[config.mk]
export PLATFORM = sky130hd
export DESIGN_NAME = qtd_ram
export DESIGN_NICKNAME = d
export VERILOG_FILES = /design/src/rtl/core/qtd_ram.sv
export SDC_FILE = /design/constraint.sdc
export NUM_CORES = 1
export LEC_CHECK = 0
export ABC_AREA = 1
export BUFFER_PORTS_ARGS = -buffer_cell sky130_fd_sc_hd__buf_2
export CAP_MARGIN = 25
export CORE_MARGIN = 4
export CORE_UTILIZATION = 39
export CTS_BUF_LIST = sky130_fd_sc_hd__clkbuf_4 sky130_fd_sc_hd__clkbuf_8
export DETAILED_ROUTE_END_ITERATION = 7
export RECOVER_POWER = 50
export SLEW_MARGIN = 20
export SYNTH_ARGS = -nofsm -noshare
export SYNTH_HDL_FRONTEND = slang
export SYNTH_SLANG_ARGS = --single-unit
[constraint.sdc]
create_clock -name clock -period 1.9 [get_ports clock]
set_input_delay 0.38 -clock clock [delete_from_list [all_inputs] [get_ports clock]]
set_output_delay 0.38 -clock clock [all_outputs]
set_load 0.02 [all_outputs]
[src/rtl/core/qtd_ram.sv]
// Generic single-port RAM with registered read.
`timescale 1ns / 1ps
`default_nettype none
module qtd_ram #(
   parameter int WIDTH = 8,
   parameter int DEPTH = 16
) (
   input  wire logic                     clock,
   input  wire logic                     we,
   input  wire logic [$clog2(DEPTH)-1:0] addr,
   input  wire logic [WIDTH-1:0]         wdata,
   output logic      [WIDTH-1:0]         rdata
);

   logic [WIDTH-1:0] mem_ff [DEPTH];

   // Write and registered read on one port.
   always_ff @(posedge clock) begin
      if (we) begin
         mem_ff[addr] <= wdata;
      end
      rdata <= mem_ff[addr];
   end

endmodule
`default_nettype wire

Word level (Yosys, flattened, before mapping). Memory sizes are Yosys's and may differ from the RTL's. A register that Yosys moved wholly into a read port is not among the register bits. Index checks and enable logic that the tools add are counted.

Register bits: 0. RAM bits: 128. Bits of input ports: 14. Output and inout port bits: 8. Memories: 1.

Memories: mem_ff (depth 16, width 8, rd ports 1, clocked after Yosys merged registers in 1, wr ports 1, RTL line 15) `logic [WIDTH-1:0] mem_ff [DEPTH];`.

Muxes and demuxes: 2.

Operators by type and width (number): $mux 1 (2).

Depth between registers and ports, before layout.
Depth after elaboration: 2. Gate-level depth with buffers: 11.

Least setup slack after synthesis. OpenSTA, ideal clock, no wires.

Kind: input to register. Start point: input port addr[1]. End point: memory mem_ff[3][0] (enable). Setup time: 0.370 ns. Arrival: 1.387 ns. Required time: 1.530 ns. Setup slack: 0.143 ns. Stages: 4. Cell sequence: buf_2 -> clkbuf_1 -> nand3_1 -> nor2_1.

RTL lines: start, declared (RTL line 10) `input wire logic [$clog2(DEPTH)-1:0] addr,`; end, declared (RTL line 15).

No word-level cell before the write port.

Worst setup path after layout.
Start point: register rdata[2] (read register of mem_ff). End point: output port rdata[2].

RTL lines: start, declared (RTL line 12) `output logic [WIDTH-1:0] rdata`.

No word-level cell between the ends.

==> key figures <==
Pwr
  • Clock network fraction of total power: around 38%
  • Leak Pwr: approximately 2.7 nW
  • Max VDD drop: roughly 580 uV
  • Comb power frac: ~7.0%
  • Seq pwr share: about 55%
  • Internal power: 0.00479 W
  • Psw: 0.00135 W
  • Power density cells: 958 nW/um^2
  • Tot Pwr: 0.00613 W
  • Sw frac: between 20% and 30%

Global route
  • Grt ovf: 0
  • Largest net degree at the start of global routing: 45
  • Number of global-route vias before repair: 3,621
  • First-pass GRT wire length: between 15 and 20 mm
  • Initial antenna violation count: 0
  • All-Layer GR Usage: between 10% and 20%

STA
  • Hold Fails Final Rpt: 0
  • Worst-Margin Slew: 0.964 ns
  • Setup TNS: 0 ns
  • Max Slew Vio Count: 0
  • Fin crit share: around three quarters
  • RSZ-0062 raised after global routing: false
  • Rel. slew slack: between 30% and 40%
  • Peak Freq: ~700 MHz
  • Skew final: 0.00660 ns
  • Minimum clock period: ~1.4 ns
  • Setup violations, final: 0

Layout
  • Commonest cells after routing, fill and taps aside: nand2_1 (346), edfxtp_1 (128), buf_4 (23)
  • Fin nets: roughly 610
  • Commonest non-fill, non-tap cell in the layout: nand2_1
  • Synthesis-to-layout area growth: 14.5%
  • N_diodes: 0
  • Final core occ: a little under half
  • Share of cells above drive strength 1: between 10% and 20%

Critical path
  • Slowest CP cell: dfxtp_1
  • Crit Path Class: reg2out
  • Crit start category: flip-flop
  • Crit path capture type: output port
  • R2r startpoint: mem_ff[3][5]
  • CP peak stage delay: 0.39 ns
  • CP Data Required Time: roughly 1.5 ns
  • Worst-path maximum fanout: 1
  • CP top delay family: flip-flops
  • R2r worst-path depth: 8
  • Worst EP arrival: 1.02 ns
  • Flop-to-flop setup slack: about 0.89 ns
  • Reg2reg end: rdata[5]
  • WP buf/inv: 1
  • Worst-path cell chain: buf_2

Placement
  • Post-DP HPWL: 7.90 mm
  • Gp weighted congestion: roughly 0.83
  • # port buffers: 21

Clock tree
  • H-tree levels: 4
  • CTS tree: done
  • Clock Latency Late Sink: roughly 0.44 ns
  • Inserted Clock Buffers: 17
  • Max Root-Sink Buffers: 2
  • Hold-fix buffers at CTS: 0
  • Clock sinks: ~140
  • Root buf cell: clkbuf_8
  • PostCTS Resize Cnt: 0
  • Setup Fix Bufs, Post-CTS: 0
  • Clk slew on worst S/H paths: about 0.07 ns

Die
  • Boundary pin count: 22
  • Die height: around 130 um
  • Site row count: 43
  • Starting Density: 40.0%
  • Die ar.: 16,300 um^2
  • Chip Width: roughly 130 um
  • Core region area: 14,000 um^2

Yosys
  • Ranking of synthesized cells by area: edfxtp_1 (69%), nand2_1 (23%), dfxtp_1 (2.9%)
  • Adder-Cell Fraction of Synth Area: 0%
  • Unique masters post-synth: 11
  • Post-Syn Area: 5590 um^2
  • Top-area cell type share of the netlist area: between 60 and 70%
  • Synth Area in XOR/XNOR: 0%
  • Seq/Total Area, Yosys: between 70 and 80%
  • Post-Synthesis Mean Instance Area: 10.2 um^2
  • Largest family of logic cells by synthesized area: simple AND/OR/NAND/NOR gates
  • Post-synthesis simple-gate area fraction: roughly 25%
  • Mapped Cells: between 500 and 600
  • Synth Register Bits: approximately 140
  • Mux contribution to synthesized area: 0%
  • Synth warnings: 0
  • Yosys top cell by area: edfxtp_1
  • Compound-Gate Fraction of Synth Area: 0%
  • Mapped Nets: 562

Worst hold path
  • Hold Path Sink: rdata[7]
  • Worst Hold Class: in2reg
  • HP Start: addr[2]
  • Hold path depth: 7

Drt
  • Routed Antenna Nets: 0
  • WL final: approximately 12 mm
  • Detailed router's first-iteration violation count: about 280
  • DR pass1 iterations: 5
  • Drt drc: 0
  • Via Count: around 3,700
  • Vias/cell: ~4.7
  • Drt wl/cell: between 15 and 20 um

Flow run
  • Max cap viols: 0

Outcome
  • Status: completed
[per-layer routing]
metal | global-route usage (%) | share of wire, % | vias up
met5 | 0 | 0 | -
met4 | 7.49 | 3.2 | 0
met3 | 4.00 | 4.0 | 25
met2 | 24.8 | 45 | 79
met1 | 21.6 | 47 | 1720
li1 | - | - | 1842
[stage by stage]
stage               area (um^2)  cells  hold slack (ns)  setup slack (ns)
floorplan                  5590    548            0.479             0.143
global route               6400    787            0.515             0.444
CTS                        6420    787            0.338             0.452
finish                     6400    787            0.500             0.498
global placement           6030    755            0.691             0.338
detailed placement         6030    755            0.694             0.310
[area by class of cell]
| class | instances | area [um^2] |
|---|---|---|
| repair buffers | 48 | 314 |
| clock buffers | 20 | 256 |
| multi-input cells | 368 | 1390 |
| well taps | 180 | 225 |
| fillers | 1341 | 7580 |
| flip-flops and latches | 136 | 4000 |
| clock inverters | 12 | 133 |
| inverters | 23 | 86.3 |
[worst max path at each step]
stage / startpoint / endpoint / slack, ns / depth (start not counted)
2_1_floorplan: addr[1] / mem_ff[3][0] / 0.14 / 4
3_3_place_gp: addr[0] / mem_ff[4][2] / 0.34 / 5
3_5_place_dp: addr[0] / rdata[2] / 0.31 / 11
4_1_cts: rdata[2] / rdata[2] / 0.45 / 1
5_1_grt: rdata[2] / rdata[2] / 0.44 / 1
6_report: rdata[2] / rdata[2] / 0.50 / 1
[Yosys cell counts, drive strengths merged]
library cell,n
buf,18
nand3,4
nand2,346
clkbuf,3
inv,22
clkinv,1
nor2,18
edfxtp,128
dfxtp,8
[sequential cells by signal, indices dropped and copies added, names as in the netlist]
| register | count |
|---|---|
| mem_ff | 128 |
| rdata | 8 |
[power by group through the flow]
stage                     combinational (W)  sequential, W  clock [W]
after CTS                          0.000438        0.00338    0.00239
after global routing               0.000485        0.00338    0.00252
after detailed placement           0.000437        0.00344          0
after global placement             0.000436        0.00344          0
after floorplan                    0.000231        0.00346          0
final                              0.000430        0.00338    0.00233
[cells by family (layout without fill, tap and decap cells)]
| logic type | count (synthesis) | in the layout |
|---|---|---|
| DFF | 136 | 136 |
| buffers and inverters | 44 | 103 |
| and+or+nand+nor | 368 | 368 |
(Power assumes the default switching activity.)
