$ cat config.mk
export PLATFORM = sky130hd
export DESIGN_NAME = qtd_scan
export DESIGN_NICKNAME = d
export VERILOG_FILES = /design/src/rtl/core/qtd_pkg.sv /design/src/rtl/core/qtd_scan.sv
export SDC_FILE = /design/constraint.sdc
export NUM_CORES = 1
export LEC_CHECK = 0
export ABC_AREA = 1
export BUFFER_PORTS_ARGS = -buffer_cell sky130_fd_sc_hd__buf_4
export CAP_MARGIN = 25
export CORE_UTILIZATION = 50
export CTS_CLUSTER_SIZE = 40
export DETAILED_ROUTE_END_ITERATION = 7
export PLACE_DENSITY = 0.75
export SLEW_MARGIN = 20
export SYNTH_ARGS = -nofsm -noshare
export SYNTH_HDL_FRONTEND = slang
export SYNTH_SLANG_ARGS = --single-unit
$ cat constraint.sdc
create_clock -name clock -period 1.93 [get_ports clock]
set_input_delay 0.2895 -clock clock [delete_from_list [all_inputs] [get_ports clock]]
set_output_delay 0.2895 -clock clock [all_outputs]
set_load 0.02 [all_outputs]
$ cat src/rtl/core/qtd_pkg.sv
// Shared types, constants and helper functions of the quadtree decomposition block.
`timescale 1ns / 1ps
`default_nettype none
package qtd_pkg;

   // Grid geometry.
   localparam int GRID_LOG  = 7;
   localparam int GRID_SIDE = 1 << GRID_LOG;
   localparam int DEPTH_W   = $clog2(GRID_LOG + 1);
   localparam int LVL_W     = (GRID_LOG > 2) ? $clog2(GRID_LOG) : 1;
   localparam int CNT_W     = GRID_LOG + 1;

   // Fixed widths of the port fields.
   localparam int FIELD_W      = 7;
   localparam int SIZE_FIELD_W = 3;

   typedef logic [GRID_LOG-1:0]     coord_type;
   typedef logic [GRID_SIDE-1:0]    row_bits_type;
   typedef logic [DEPTH_W-1:0]      depth_type;
   typedef logic [FIELD_W-1:0]      field_type;
   typedef logic [SIZE_FIELD_W-1:0] size_field_type;
   typedef logic [1:0]              quad_type;

   // Request function codes.
   localparam logic FUNC_MARK = 1'b0;
   localparam logic FUNC_PULL = 1'b1;

   // Quadrant codes in visiting order.
   localparam quad_type Q_TR = 2'd0;
   localparam quad_type Q_TL = 2'd1;
   localparam quad_type Q_BR = 2'd2;
   localparam quad_type Q_BL = 2'd3;

   typedef enum logic [1:0] {
      KIND_MARK = 2'd0,
      KIND_BOX  = 2'd1,
      KIND_DONE = 2'd2
   } kind_type;

   // Command from the sequencer to the square scanner.
   typedef struct packed {
      logic      start;
      coord_type row;
      coord_type col;
      depth_type size_log;
   } scan_req_type;

   // Status from the square scanner.
   typedef struct packed {
      logic done;
      logic empty;
      logic full;
   } scan_stat_type;

   // Port field to grid coordinate: low bits kept, zero extended on wide grids.
   function automatic coord_type coord_from_field(input field_type f);
      coord_type c;
      c = '0;
      for (int i = 0; i < GRID_LOG; i++) begin
         if (i < FIELD_W) begin
            c[i] = f[i];
         end
      end
      return c;
   endfunction

   // Grid coordinate to port field, masked to the field width.
   function automatic field_type field_from_coord(input coord_type c);
      field_type f;
      f = '0;
      for (int i = 0; i < FIELD_W; i++) begin
         if (i < GRID_LOG) begin
            f[i] = c[i];
         end
      end
      return f;
   endfunction

   // Square size log as a port field, masked to the field width.
   function automatic size_field_type size_field(input depth_type d);
      size_field_type f;
      f = '0;
      for (int i = 0; i < SIZE_FIELD_W; i++) begin
         if (i < DEPTH_W) begin
            f[i] = d[i];
         end
      end
      return f;
   endfunction

endpackage
`default_nettype wire

$ cat src/rtl/core/qtd_scan.sv
// Square scanner: reads one bitmap row per cycle and reports empty or full.
`timescale 1ns / 1ps
`default_nettype none
module qtd_scan (
   input  wire logic                  clock,
   input  wire logic                  reset,
   input  wire qtd_pkg::scan_req_type scan_req,
   input  wire qtd_pkg::row_bits_type rdata,
   output qtd_pkg::coord_type         rd_addr,
   output qtd_pkg::scan_stat_type     scan_stat
);
   import qtd_pkg::*;

   logic             busy_ff, busy_in;
   logic             pend_ff, pend_in;
   logic             last_ff, last_in;
   logic             any_ff, any_in;
   logic             all_ff, all_in;
   logic [CNT_W-1:0] cnt_ff, cnt_in;
   depth_type        sl_ff, sl_in;
   coord_type        row_ff, row_in;
   row_bits_type     mask_ff, mask_in;
   row_bits_type     seg;
   logic             seg_any, seg_all;
   logic [CNT_W-1:0] side_m1;

   assign side_m1 = (CNT_W'(1) << sl_ff) - CNT_W'(1);
   assign rd_addr = row_ff + cnt_ff[GRID_LOG-1:0];

   // Column window of the row just read.
   assign seg     = rdata & mask_ff;
   assign seg_any = |seg;
   assign seg_all = (seg == mask_ff);

   assign scan_stat.done  = pend_ff & last_ff;
   assign scan_stat.empty = !(any_ff | seg_any);
   assign scan_stat.full  = all_ff & seg_all;

   // Row issue and accumulation.
   always_comb begin
      busy_in = busy_ff;
      pend_in = 1'b0;
      last_in = 1'b0;
      any_in  = any_ff;
      all_in  = all_ff;
      cnt_in  = cnt_ff;
      sl_in   = sl_ff;
      row_in  = row_ff;
      mask_in = mask_ff;
      if (pend_ff) begin
         any_in = any_ff | seg_any;
         all_in = all_ff & seg_all;
      end
      if (scan_req.start) begin
         busy_in = 1'b1;
         cnt_in  = '0;
         sl_in   = scan_req.size_log;
         row_in  = scan_req.row;
         any_in  = 1'b0;
         all_in  = 1'b1;
         for (int j = 0; j < GRID_SIDE; j++) begin
            mask_in[j] = ((coord_type'(j) ^ scan_req.col) >> scan_req.size_log) == '0;
         end
      end else if (busy_ff) begin
         pend_in = 1'b1;
         last_in = (cnt_ff == side_m1);
         cnt_in  = cnt_ff + CNT_W'(1);
         if (cnt_ff == side_m1) begin
            busy_in = 1'b0;
         end
      end
   end

   always_ff @(posedge clock) begin
      if (reset) begin
         busy_ff <= 1'b0;
         pend_ff <= 1'b0;
         last_ff <= 1'b0;
      end else begin
         busy_ff <= busy_in;
         pend_ff <= pend_in;
         last_ff <= last_in;
      end
      any_ff  <= any_in;
      all_ff  <= all_in;
      cnt_ff  <= cnt_in;
      sl_ff   <= sl_in;
      row_ff  <= row_in;
      mask_ff <= mask_in;
   end

endmodule
`default_nettype wire

Word-level counts from Yosys, hierarchy flattened. Index checks and enable logic that the tools add are counted.

Register bits: 151. Output and inout bits: 10.

Add/sub/neg operators: 3. Equality and inequality tests: 2. Shift-type cells: 129. Muxes and demuxes: 4. Bitwise gates (word level): 132. Reductions and logical operators: 132.

Operators by type and width (count): 7-bit zero test (128); 7-bit by 3-bit >> shifter with 7-bit output (128); 4-bit NOT (35); 128-bit AND (1); 128-bit equality test (1); 128-bit OR reduction (1); 3-bit NOT (35); 5-bit NOT (21); 2-bit NOT (21); 6-bit NOT (7); 8-bit by 1-bit adder with 8-bit output, second input constant (1); 8-bit equality test (1); 1-bit NOT (8); 1-bit by 3-bit << shifter with 8-bit output, first input constant (1); 8-bit by 2-bit subtractor with 8-bit output, second input constant (1); 7-bit adder (1); 7-bit NOT (1); 1-bit two-way mux (4); 3-bit OR reduction (1); 1-bit AND (2); 2-bit OR reduction (1); 1-bit zero test (1); 1-bit bitwise OR (1).

Logic depth before layout (Yosys ltp). Gate-level depths: netlist of run 1.

Word-level depth: 6. Mapped depth: 11. Depth with buffers taken out: 11.

Worst setup path after synthesis of run 1. Ideal clock, no wire load.

Path kind: reg-to-output. From: register cnt_ff[0]. To: output port rd_addr[6]. Data arrival time: 1.873 ns. Data required time: 1.640 ns. Setup slack: -0.233 ns. Stages on the path, launching flop included: 8. Cell sequence: dfxtp_1 -> ha_1 -> inv_1 -> fa_1 -> o21ai_0 -> a21oi_1 -> o21bai_1 -> xor2_1.

Cells in the longest elaborated chain, start to end: 1.

Ends and longest elaborated chain: from (decl) (RTL line qtd_scan.sv:19) `logic [CNT_W-1:0] cnt_ff, cnt_in;`; from (signal assigned) (RTL line qtd_scan.sv:86) `cnt_ff <= cnt_in;`; 7-bit adder (RTL line qtd_scan.sv:28) `assign rd_addr = row_ff + cnt_ff[GRID_LOG-1:0];`; to (decl) (RTL line qtd_scan.sv:9) `output qtd_pkg::coord_type rd_addr,`.

Every way passes these cells.

==> results by group, run 1 <==
STA
  – Max-slew violations: 0
  – Worst-margin pin slew: 0.562 ns
  – Final critical-path required period: 2.41 ns
  – Sum Neg Setup Slack: -2.44 ns
  – Post-route setup slack: -0.476 ns
  – Hold Violations, Final: 0
  – Worst Skew: 0.00869 ns
  – Maximum clock rate: 416 MHz
  – RSZ-0062 raised after global routing: true
  – Final Setup Violations: 10
  – Final Cycle Share: 125%
  – Max_slew headroom: 62.4%

Clock tree
  – CTS tree: yes
  – Hold buffer count at CTS: 0
  – Root Buffer Master: clkbuf_16
  – Clock transition at path regs: 0.07 ns
  – CTS max path bufs: 2
  – Latest clock arrival within the worst-skew pair: 0.44 ns
  – Clock sinks: 151
  – H-tree Lvls: 4
  – CTS buffer count: 17

Cells and area
  – Fin area: 13400 sq um
  – Antenna fix cells: 0
  – Fillers: 1492
  – Most frequent cells in the layout: nand2_1, buf_4, nor2_1
  – Layout cells sized above 1: 25.1%
  – Synthesis-to-layout area growth: 38.1%
  – Most common cell after layout, fill and taps aside: nand2_1
  – Non-filler instance count after layout: 2010
  – # nets final: 1893

Min path
  – Worst hold path endpoint: row_ff[5]
  – Hold Startpoint: scan_req[15]
  – Hold Crit Class: in -> reg
  – Hold Path Depth: 1

Floorplanning
  – Die extent in x: 141 um
  – Rows: 50
  – Starting Density: 51.5%
  – Die Ht: 141 um
  – Core area: 18800 sq um
  – I/O pins: 158
  – Die area: 19900 sq um

Global routing
  – GRT overflow: 0
  – Initial antenna violation count: 0
  – GRT Util Overall: 44.3%
  – Number of global-route vias before repair: 10.8k
  – Largest net degree at the start of global routing: 40
  – First-pass GRT wire length: 62800 um

Drt
  – DRC viols: 8
  – Vias: 11.2k
  – Drt pass-1 iters: 8
  – Vias per inst: 5.59
  – DR iter-0 viols: 1513
  – Post-route ant nets: 0
  – DRT Wirelength: 43400 um
  – Drt wl/cell: 21.6 um

Run status
  – Failing checks: DRC, setup timing
  – Status: finished, violations left

Yosys
  – Seq/Total Area, Yosys: 45.4%
  – Synth Net Count: 1549
  – Mapped Cells: 1393
  – FFs w/ async S/R, synth: 0%
  – Post-synth EDFFs: 138
  – Distinct cells, synth: 37
  – Synth Cell Area: 9690 sq um
  – Synthesized flop and latch total: 151
  – Ys flop type: edfxtp_1
  – Average cell area after synthesis: 6.96 sq um
  – Ys Warns: 0

Pwr
  – Sw power: 0.00343 W
  – PD cells: 767 nW/um^2
  – Power Internal: 0.00683 W
  – Clock network power share: 32.6%
  – Switching share of power: 33.4%
  – Leakage Power: 6.99 nW
  – Total power: 0.0103 W
  – Reg power frac: 40.5%
  – Peak VDD IR: 0.649 mV
  – Gate power share: 26.9%

Critical path
  – Worst R2R Path Depth: 12
  – CP cell instances: buf_4 -> nand2_1 -> nand2_1 -> nor2_1 -> nand2_1 -> nor2_1 -> nand2_1 -> nor2_2 -> nand3_1 -> inv_1 -> buf_6
  – Critical path's slowest cell: edfxtp_1
  – WP data arrival: 2.12 ns
  – Crit-path max FO: 2
  – Critical Path Start Type: register
  – CP peak stage delay: 0.55 ns
  – WP data required: 1.64 ns
  – Reg2reg end: any_ff
  – FF-to-FF Start: mask_ff[28]
  – Crit-path most repeated cell: nand2_1
  – CP Capture Type: output pin
  – R2R setup slack: 0.18 ns
  – Critical path class: reg -> out

Place
  – Post-DP HPWL: 34700 um
  – GPL Wtd Cong: 1.02
  – Cell Area, Placed: 12600 sq um
  – I/O Buffers: 157
  – DP Cell Count: 1972

Run
  – Max-Cap Viols: 0
-- synthesized netlist by cell type, types with 2 or more instances --
library cell  number  area [sq um]
o21ai_2            7          61.3
xnor2_1            4          35.0
nor3_2             2          20.0
o21ai_1            4          20.0
nand3_1           94           470
a21boi_1           4          30.0
inv_2              4          15.0
nor3b_1            2          15.0
nand2_1          502          1880
buf_1              2          7.51
buf_4              3          22.5
a31oi_1            2          12.5
nand3b_1           2          15.0
dfxtp_1           13           260
nor3_1            37           185
o21ai_0           44           220
edfxtp_1         138          4140
nor2_1           232           871
ha_1               7          87.6
nand4_1           18           113
buf_2             13          65.1
o22ai_1            7          43.8
or2_2              3          18.8
inv_1            198           743
a21oi_1           28           140
nand2_2            4          25.0
xor2_1             9          78.8
-- area by class of cell --
| class | instances | area, sq um | share of cell area [%] |
|---|---|---|---|
| Clock inverter | 14 | 140 | 1.05 |
| Inverter | 202 | 758 | 5.67 |
| Sequential cell | 151 | 4410 | 32.9 |
| Multi-Input combinational cell | 1020 | 4590 | 34.3 |
| Timing Repair Buffer | 345 | 2730 | 20.4 |
| Tap cell | 260 | 325 | 2.43 |
| Clock buffer | 18 | 429 | 3.21 |
-- timing repair --
action	in CTS	in global routing
pin swaps	14	16
endpoints found under the setup margin	8	12
buffers inserted	4	2
gates resized for setup	34	21
-- critical path, delay by kind of cell, from the launching register on --
kind | cells | cell delay (ns)
and+or+nand+nor | 8 | 0.72
buffers and inverters | 3 | 0.42
DFF | 1 | 0.55
-- power groups by stage --
stage	clock network, W	registers, W	logic, W
floorplan	0	0.00410	0.00118
global placement	0	0.00419	0.00253
detailed placement	0	0.00421	0.00257
CTS	0.00331	0.00414	0.00263
global route	0.00343	0.00418	0.00294
finish	0.00334	0.00416	0.00276
-- logic make-up after synthesis --
logic type               count (synthesis)  share of synthesized area, %
XOR/XNOR                                13                          1.17
adder cells (fa/ha/maj)                  8                          1.11
AND/OR/NAND/NOR                        899                          37.5
flip-flops                             151                          45.4
buffers and inverters                  222                          8.96
AO/OA/AOI/OAI                          100                          5.81
-- layer usage --
metal  share of wire [%]  vias up  wire length, um  track usage [%]
met5                   0        -                0                0
met4                 7.3        0             3170             28.5
met3                  12      172             5050             10.7
met2                  45      798            19500             70.5
met1                  36     5142            15700             54.0
li1                    -     5114                -                -
-- stage by stage --
stage	hold WS [ns]	setup slack, ns	utilization, %
finish	0.0210	-0.476	71.1
global route	0.0159	-0.526	71.1
CTS	0.0207	-0.435	70.7
detailed placement	0.442	-0.355	66.8
global placement	0.437	-0.390	66.8
floorplan	0.367	0.00551	-
-- registers in the layout, indices dropped and copies added, names as in the netlist --
signal and cells:
pend_ff 1, sl_ff 3, all_ff 1, last_ff 1, any_ff 1, mask_ff 128
busy_ff 1, row_ff 7, cnt_ff 8
-- worst max-delay path by stage --
stage / end / from
after global placement: mask_ff[92] / scan_req[0]
after global routing: rd_addr[6] / cnt_ff[0]
after CTS: rd_addr[6] / row_ff[0]
after detailed placement: mask_ff[92] / scan_req[0]
after floorplan: rd_addr[6] / cnt_ff[0]
final: scan_stat[0] / mask_ff[62]
No activity file was read; power rests on OpenSTA's default activity.
==> run 2, diff against run 1 <==
--- a/config.mk
+++ b/config.mk
@@ -5,13 +5,12 @@
 export SDC_FILE = /design/constraint.sdc
 export NUM_CORES = 1
 export LEC_CHECK = 0
-export ABC_AREA = 1
 export BUFFER_PORTS_ARGS = -buffer_cell sky130_fd_sc_hd__buf_4
 export CAP_MARGIN = 25
 export CORE_UTILIZATION = 50
 export CTS_CLUSTER_SIZE = 40
 export DETAILED_ROUTE_END_ITERATION = 7
-export PLACE_DENSITY = 0.75
+export PLACE_DENSITY = 0.76
 export SLEW_MARGIN = 20
 export SYNTH_ARGS = -nofsm -noshare
 export SYNTH_HDL_FRONTEND = slang
==> run 2 against run 1 <==
  * The flow finishes with violations (setup timing)
  * Power decreased by 4.5%
  * Area after synthesis fell by 11%
  * Non-clock buffer count rose by 20
  * Sequential power about the same
  * Hold slack improved by 0.012 ns
  * Largest cell class is now flip-flops and latches
==> results by group, run 2 <==
Floorplanning
  – I/O pins: 158
  – Die extent in x: 133 um
  – Starting Density: 51.5%
  – Die area: 17700 sq um
  – Die Ht: 133 um
  – Core area: 16700 sq um
  – Rows: 47

Place
  – I/O Buffers: 157
  – Post-DP HPWL: 28100 um
  – GPL Wtd Cong: 1.07

Critical path
  – Critical path's slowest cell: or4_4
  – WP data arrival: 2.42 ns
  – R2R setup slack: -0.17 ns
  – CP peak stage delay: 0.56 ns
  – CP Launch Point: mask_ff[115]
  – CP cell instances: inv_1 -> o22ai_2 -> a221oi_2 -> buf_4 -> nand4_1 -> or4_4 -> nor2_4 -> buf_6
  – CP Capture Type: output pin
  – WP data required: 1.64 ns
  – Critical Path Start Type: register
  – Critical path class: reg -> out
  – FF-to-FF Start: mask_ff[2]
  – Crit-path max FO: 2

STA
  – Sum Neg Setup Slack: -3.30 ns
  – Max-slew violations: 0
  – Post-route setup slack: -0.777 ns
  – Final Setup Violations: 10
  – Final critical-path required period: 2.71 ns
  – Worst Skew: 0.0140 ns
  – RSZ-0062 raised after global routing: true
  – Final Cycle Share: 140%
  – Worst-margin pin slew: 0.557 ns
  – Hold Violations, Final: 0
  – Max_slew headroom: 62.7%
  – Maximum clock rate: 369 MHz
  – Final hold slack: 0.0332 ns

Yosys
  – Ys flop type: edfxtp_1
  – Distinct cells, synth: 63
  – Synth top area share: 48.1%
  – Leading area contributor after synthesis: edfxtp_1
  – Synth Net Count: 1077
  – Leading post-synthesis cells by instance count: nor2_1, edfxtp_1, inv_1, nand2_1, a21oi_1
  – Mapped Cells: 921
  – Synth Cell Area: 8610 sq um
  – Synthesized flop and latch total: 151
  – Seq/Total Area, Yosys: 51.2%
  – Ys Warns: 0
  – Average cell area after synthesis: 9.35 sq um
  – Top-count cell post-synth: nor2_1
  – FFs w/ async S/R, synth: 0%
  – Post-synth EDFFs: 138
  – Ranking of synthesized cells by area: edfxtp_1, nor2_1, inv_1

Drt
  – DR iter-0 viols: 1602
  – Vias: 9256
  – Vias per inst: 6.12
  – Drt wl/cell: 22.9 um
  – DRT Wirelength: 34700 um
  – Post-route ant nets: 0
  – DRC viols: 0
  – Drt pass-1 iters: 8

Run status
  – Failing checks: setup timing
  – Status: finished, violations left

Min path
  – Hold Startpoint: scan_req[12]
  – Hold Crit Class: in -> reg

Cells and area
  – # nets final: 1435
  – Finished Core Util: 74.8%
  – Layout cells sized above 1: 35.9%
  – Register bank with the most flops: mask_ff
  – Antenna fix cells: 0
  – Most frequent cells in the layout: buf_4, nor2_1, edfxtp_1
  – Synthesis-to-layout area growth: 45.2%
  – Largest register FFs: 128
  – Biggest registers after layout: mask_ff (128), cnt_ff (8), row_ff (7)
  – Most common cell after layout, fill and taps aside: buf_4

Pwr
  – Peak VDD IR: 0.715 mV
  – Leakage Power: 5.57 nW
  – PD cells: 784 nW/um^2

Clock tree
  – Latest clock arrival within the worst-skew pair: 0.43 ns
  – Hold buffer count at CTS: 0
  – CTS tree: yes
  – H-tree Lvls: 4
  – CTS buffer count: 17
  – Root Buffer Master: clkbuf_16
  – CTS max path bufs: 2
  – Clock sinks: 151
  – Clock transition at path regs: 0.07 ns

Global routing
  – Largest net degree at the start of global routing: 47
  – First-pass GRT wire length: 50400 um
  – GRT Util Overall: 39.1%
  – Initial antenna violation count: 0
  – Number of global-route vias before repair: 8478
  – GRT overflow: 0

Run
  – Max-Cap Viols: 0
-- run 2: cell types whose count changed in the layout (fill, tap and decap cells not counted), moves of 24 or more --
cell and delta:
nor2_1 -69, a21oi_1 +30, nor3_1 -24, inv_1 -76
nand3_1 -86, nand2_1 -434, o22ai_1 +30, nand2b_1 +29
-- run 2: worst max-delay path: cells and delay by family, from the launching register on --
kind / cells / cell delay [ns]
AO/OA/AOI/OAI: 2 / 0.37
buffers and inverters: 3 / 0.40
flip-flops: 1 / 0.44
AND/OR/NAND/NOR: 3 / 0.78
-- run 2: through the flow --
stage | cells | instance area (sq um) | setup WS (ns) | total power, W
2_1_floorplan | 921 | 8660 | -0.0436 | 0.00499
3_3_place_gp | 1477 | 11600 | -0.788 | 0.00633
3_5_place_dp | 1477 | 11600 | -0.810 | 0.00637
4_1_cts | 1511 | 12400 | -0.737 | 0.00967
5_1_grt | 1512 | 12500 | -0.800 | 0.0101
6_report | 1512 | 12500 | -0.777 | 0.00980
-- run 2: timing repair --
| action | CTS | global route |
|---|---|---|
| pin swaps | 16 | 6 |
| gates cloned | 0 | 0 |
| buffers inserted | 2 | 2 |
| setup endpoints to repair | 13 | 25 |
| gates resized for setup | 32 | 21 |
-- run 2: layer usage --
| metal | vias to the layer above | GRT usage (%) | part of all wire [%] |
|---|---|---|---|
| li1 | 4087 | - | - |
| met1 | 4271 | 52.6 | 36 |
| met2 | 750 | 61.3 | 45 |
| met3 | 148 | 7.76 | 14 |
| met4 | 0 | 18.0 | 5.3 |
| met5 | - | 0 | 0 |
-- run 2: cell families after synthesis --
group,synth area share (%)
mux,0.669
simple gates,17.6
buf+inv,6.69
fa+ha+maj,1.25
compound gates,21.6
xor+xnor,1.02
flops,51.2
-- run 2: path summary, 6_finish.rpt --
| check | to | depth (start not counted) |
|---|---|---|
| worst max-delay path | scan_stat[0] | 8 |
| worst max register to register | any_ff | 7 |
| worst min-delay path | row_ff[2] | 1 |
| worst min register to register | any_ff | 2 |
-- run 2: area by class of cell --
cell class	instances	area [sq um]
clock buffers	17	425
inverters	122	458
flip-flops and latches	151	4410
clock inverters	15	173
fillers	1178	4210
multi-input cells	622	3890
repair buffers	365	2870
well taps	220	275
-- run 2: power by group --
part	internal, W	switching [W]
Clock	0.00175	0.00157
Sequential	0.00391	0.000246
Combinational	0.00108	0.00124
==> run 3, diff against run 2 <==
--- a/config.mk
+++ b/config.mk
@@ -7,10 +7,12 @@
 export LEC_CHECK = 0
 export BUFFER_PORTS_ARGS = -buffer_cell sky130_fd_sc_hd__buf_4
 export CAP_MARGIN = 25
-export CORE_UTILIZATION = 50
+export CELL_PAD_IN_SITES_DETAIL_PLACEMENT = 1
+export CELL_PAD_IN_SITES_GLOBAL_PLACEMENT = 2
+export CORE_UTILIZATION = 31
 export CTS_CLUSTER_SIZE = 40
 export DETAILED_ROUTE_END_ITERATION = 7
-export PLACE_DENSITY = 0.76
+export PLACE_DENSITY_LB_ADDON = 0.1
 export SLEW_MARGIN = 20
 export SYNTH_ARGS = -nofsm -noshare
 export SYNTH_HDL_FRONTEND = slang
==> run 3 against run 2 <==
  * The flow still finishes with violations (setup timing)
  * Clock-buffer cell count grew 3
  * Power grew 2.6%
  * First-iteration DRC count down 43%
  * Maximum frequency down 2.0%
  * Sequential share of layout area fell by 1.5 points
  * Clock skew grew 0.0031 ns
  * Hold slack lost 0.00081 ns
==> results by group, run 3 (same netlist as run 2, synthesis figures left out) <==
Floorplanning
  – I/O pins: 158
  – Starting Density: 31.8%
  – Die area: 28400 sq um
  – Rows: 60
  – Die Ht: 169 um
  – Core area: 27100 sq um
  – Die extent in x: 169 um

STA
  – Final Cycle Share: 143%
  – Final critical-path required period: 2.76 ns
  – Sum Neg Setup Slack: -3.63 ns
  – Final Setup Violations: 10
  – Worst Skew: 0.0170 ns
  – Max-slew violations: 0
  – Post-route setup slack: -0.832 ns
  – Worst-margin pin slew: 0.568 ns
  – RSZ-0062 raised after global routing: true
  – Maximum clock rate: 362 MHz
  – Max_slew headroom: 61.8%
  – Final hold slack: 0.0324 ns
  – Hold Violations, Final: 0

Cells and area
  – Antenna fix cells: 0
  – Register bank with the most flops: mask_ff
  – Fin area: 13000 sq um
  – Fillers: 3142
  – Biggest registers after layout: mask_ff (128), cnt_ff (8), row_ff (7)
  – Largest register FFs: 128
  – Synthesis-to-layout area growth: 51.5%
  – Most frequent cells in the layout: buf_4, nor2_1, edfxtp_1
  – Non-filler instance count after layout: 1712
  – # nets final: 1483
  – Most common cell after layout, fill and taps aside: buf_4
  – Layout cells sized above 1: 38.2%

Critical path
  – WP data required: 1.64 ns
  – Critical path class: reg -> out
  – CP Launch Point: mask_ff[33]
  – R2R setup slack: -0.27 ns
  – Top delay family on crit path: simple AND/OR/NAND/NOR gates
  – Reg2reg end: any_ff
  – CP cell instances: a22o_1 -> a221oi_2 -> buf_4 -> nand4_1 -> nor4_2 -> and3_4 -> buf_6
  – Critical path's slowest cell: edfxtp_1
  – Worst R2R Path Depth: 8
  – CP peak stage delay: 0.52 ns
  – Critical Path Start Type: register
  – CP Capture Type: output pin
  – Crit-path max FO: 2
  – Worst path bufs/invs: 2
  – WP data arrival: 2.47 ns
  – FF-to-FF Start: mask_ff[33]

Drt
  – Vias: 9006
  – DRT Wirelength: 42100 um
  – Post-route ant nets: 0
  – Drt pass-1 iters: 5
  – Drt wl/cell: 24.6 um
  – DRC viols: 0
  – Vias per inst: 5.26
  – DR iter-0 viols: 907

Global routing
  – Initial antenna violation count: 0
  – GRT Util Overall: 29.9%
  – First-pass GRT wire length: 60400 um
  – Number of global-route vias before repair: 9144
  – GRT overflow: 0
  – Largest net degree at the start of global routing: 40

Min path
  – Hold Crit Class: in -> reg
  – Hold Startpoint: scan_req[14]
  – Worst hold path endpoint: row_ff[4]
  – Hold Path Depth: 1

Run
  – Max-Cap Viols: 0

Clock tree
  – CTS tree: yes
  – CTS buffer count: 17
  – Root Buffer Master: clkbuf_16
  – Latest clock arrival within the worst-skew pair: 0.43 ns
  – H-tree Lvls: 4
  – Clock transition at path regs: 0.08 ns
  – CTS max path bufs: 2
  – Clock sinks: 151
  – Hold buffer count at CTS: 0

Pwr
  – PD cells: 771 nW/um^2
  – Peak VDD IR: 0.639 mV
  – Leakage Power: 5.80 nW

Place
  – Cell Area, Placed: 12200 sq um
  – GPL Wtd Cong: 0.981
  – Post-DP HPWL: 35200 um
  – DP Cell Count: 1676
  – I/O Buffers: 157
  – DP Worst Slack: -0.734 ns

Run status
  – Status: finished, violations left
  – Failing checks: setup timing
==> run 3: area by class of cell <==
cell class	instances	area [sq um]	area share [%]
clock inverter	12	104	0.796
inverter	122	458	3.51
timing repair buffer	413	3250	24.9
multi-input combinational	622	3890	29.8
tap	372	465	3.57
sequential	151	4410	33.8
clock buffer	20	467	3.58
==> run 3: worst max-delay path by stage <==
stage | to | depth (start not counted)
3_5_place_dp | scan_stat[1] | 6
5_1_grt | scan_stat[1] | 7
6_report | scan_stat[1] | 7
4_1_cts | scan_stat[1] | 7
3_3_place_gp | scan_stat[1] | 6
2_1_floorplan | rd_addr[6] | 9
==> run 3: repair_timing <==
item / in CTS / in global routing
setup endpoints to repair: 10 / 22
gates resized for setup: 30 / 27
pin swaps: 23 / 10
buffers inserted: 4 / 6
endpoints found under the hold margin: 0 / 0
==> run 3: per-layer routing <==
layer  up-vias  global-route usage [%]  wire, um  part of all wire (%)
met5         -                       0         0                     0
met1      4448                    41.8     19000                    45
li1       4179                       -         -                     -
met2       319                    48.8     19700                    47
met3        60                    3.62      2400                   5.7
met4         0                    8.14       978                   2.3
==> run 3: power by group <==
group	switching, W	internal [W]
clock network	0.00154	0.00180
logic	0.00138	0.00120
registers	0.000228	0.00391
==> run 3: metrics by stage <==
step,util [%],power [W]
6_report,48.1,0.0101
5_1_grt,48.1,0.0104
4_1_cts,47.6,0.0100
3_5_place_dp,45.0,0.00666
3_3_place_gp,45.0,0.00662
2_1_floorplan,-,0.00499
==> run 3: worst register-to-register path: stages (launching register included) <==
cell and delay, ns:
edfxtp_1 0.52, a22o_1 0.33, a221oi_2 0.21, buf_4 0.15, nand4_1 0.22, nor4_2 0.25
and3_4 0.26, buf_4 0.11, nor3_2 0.03
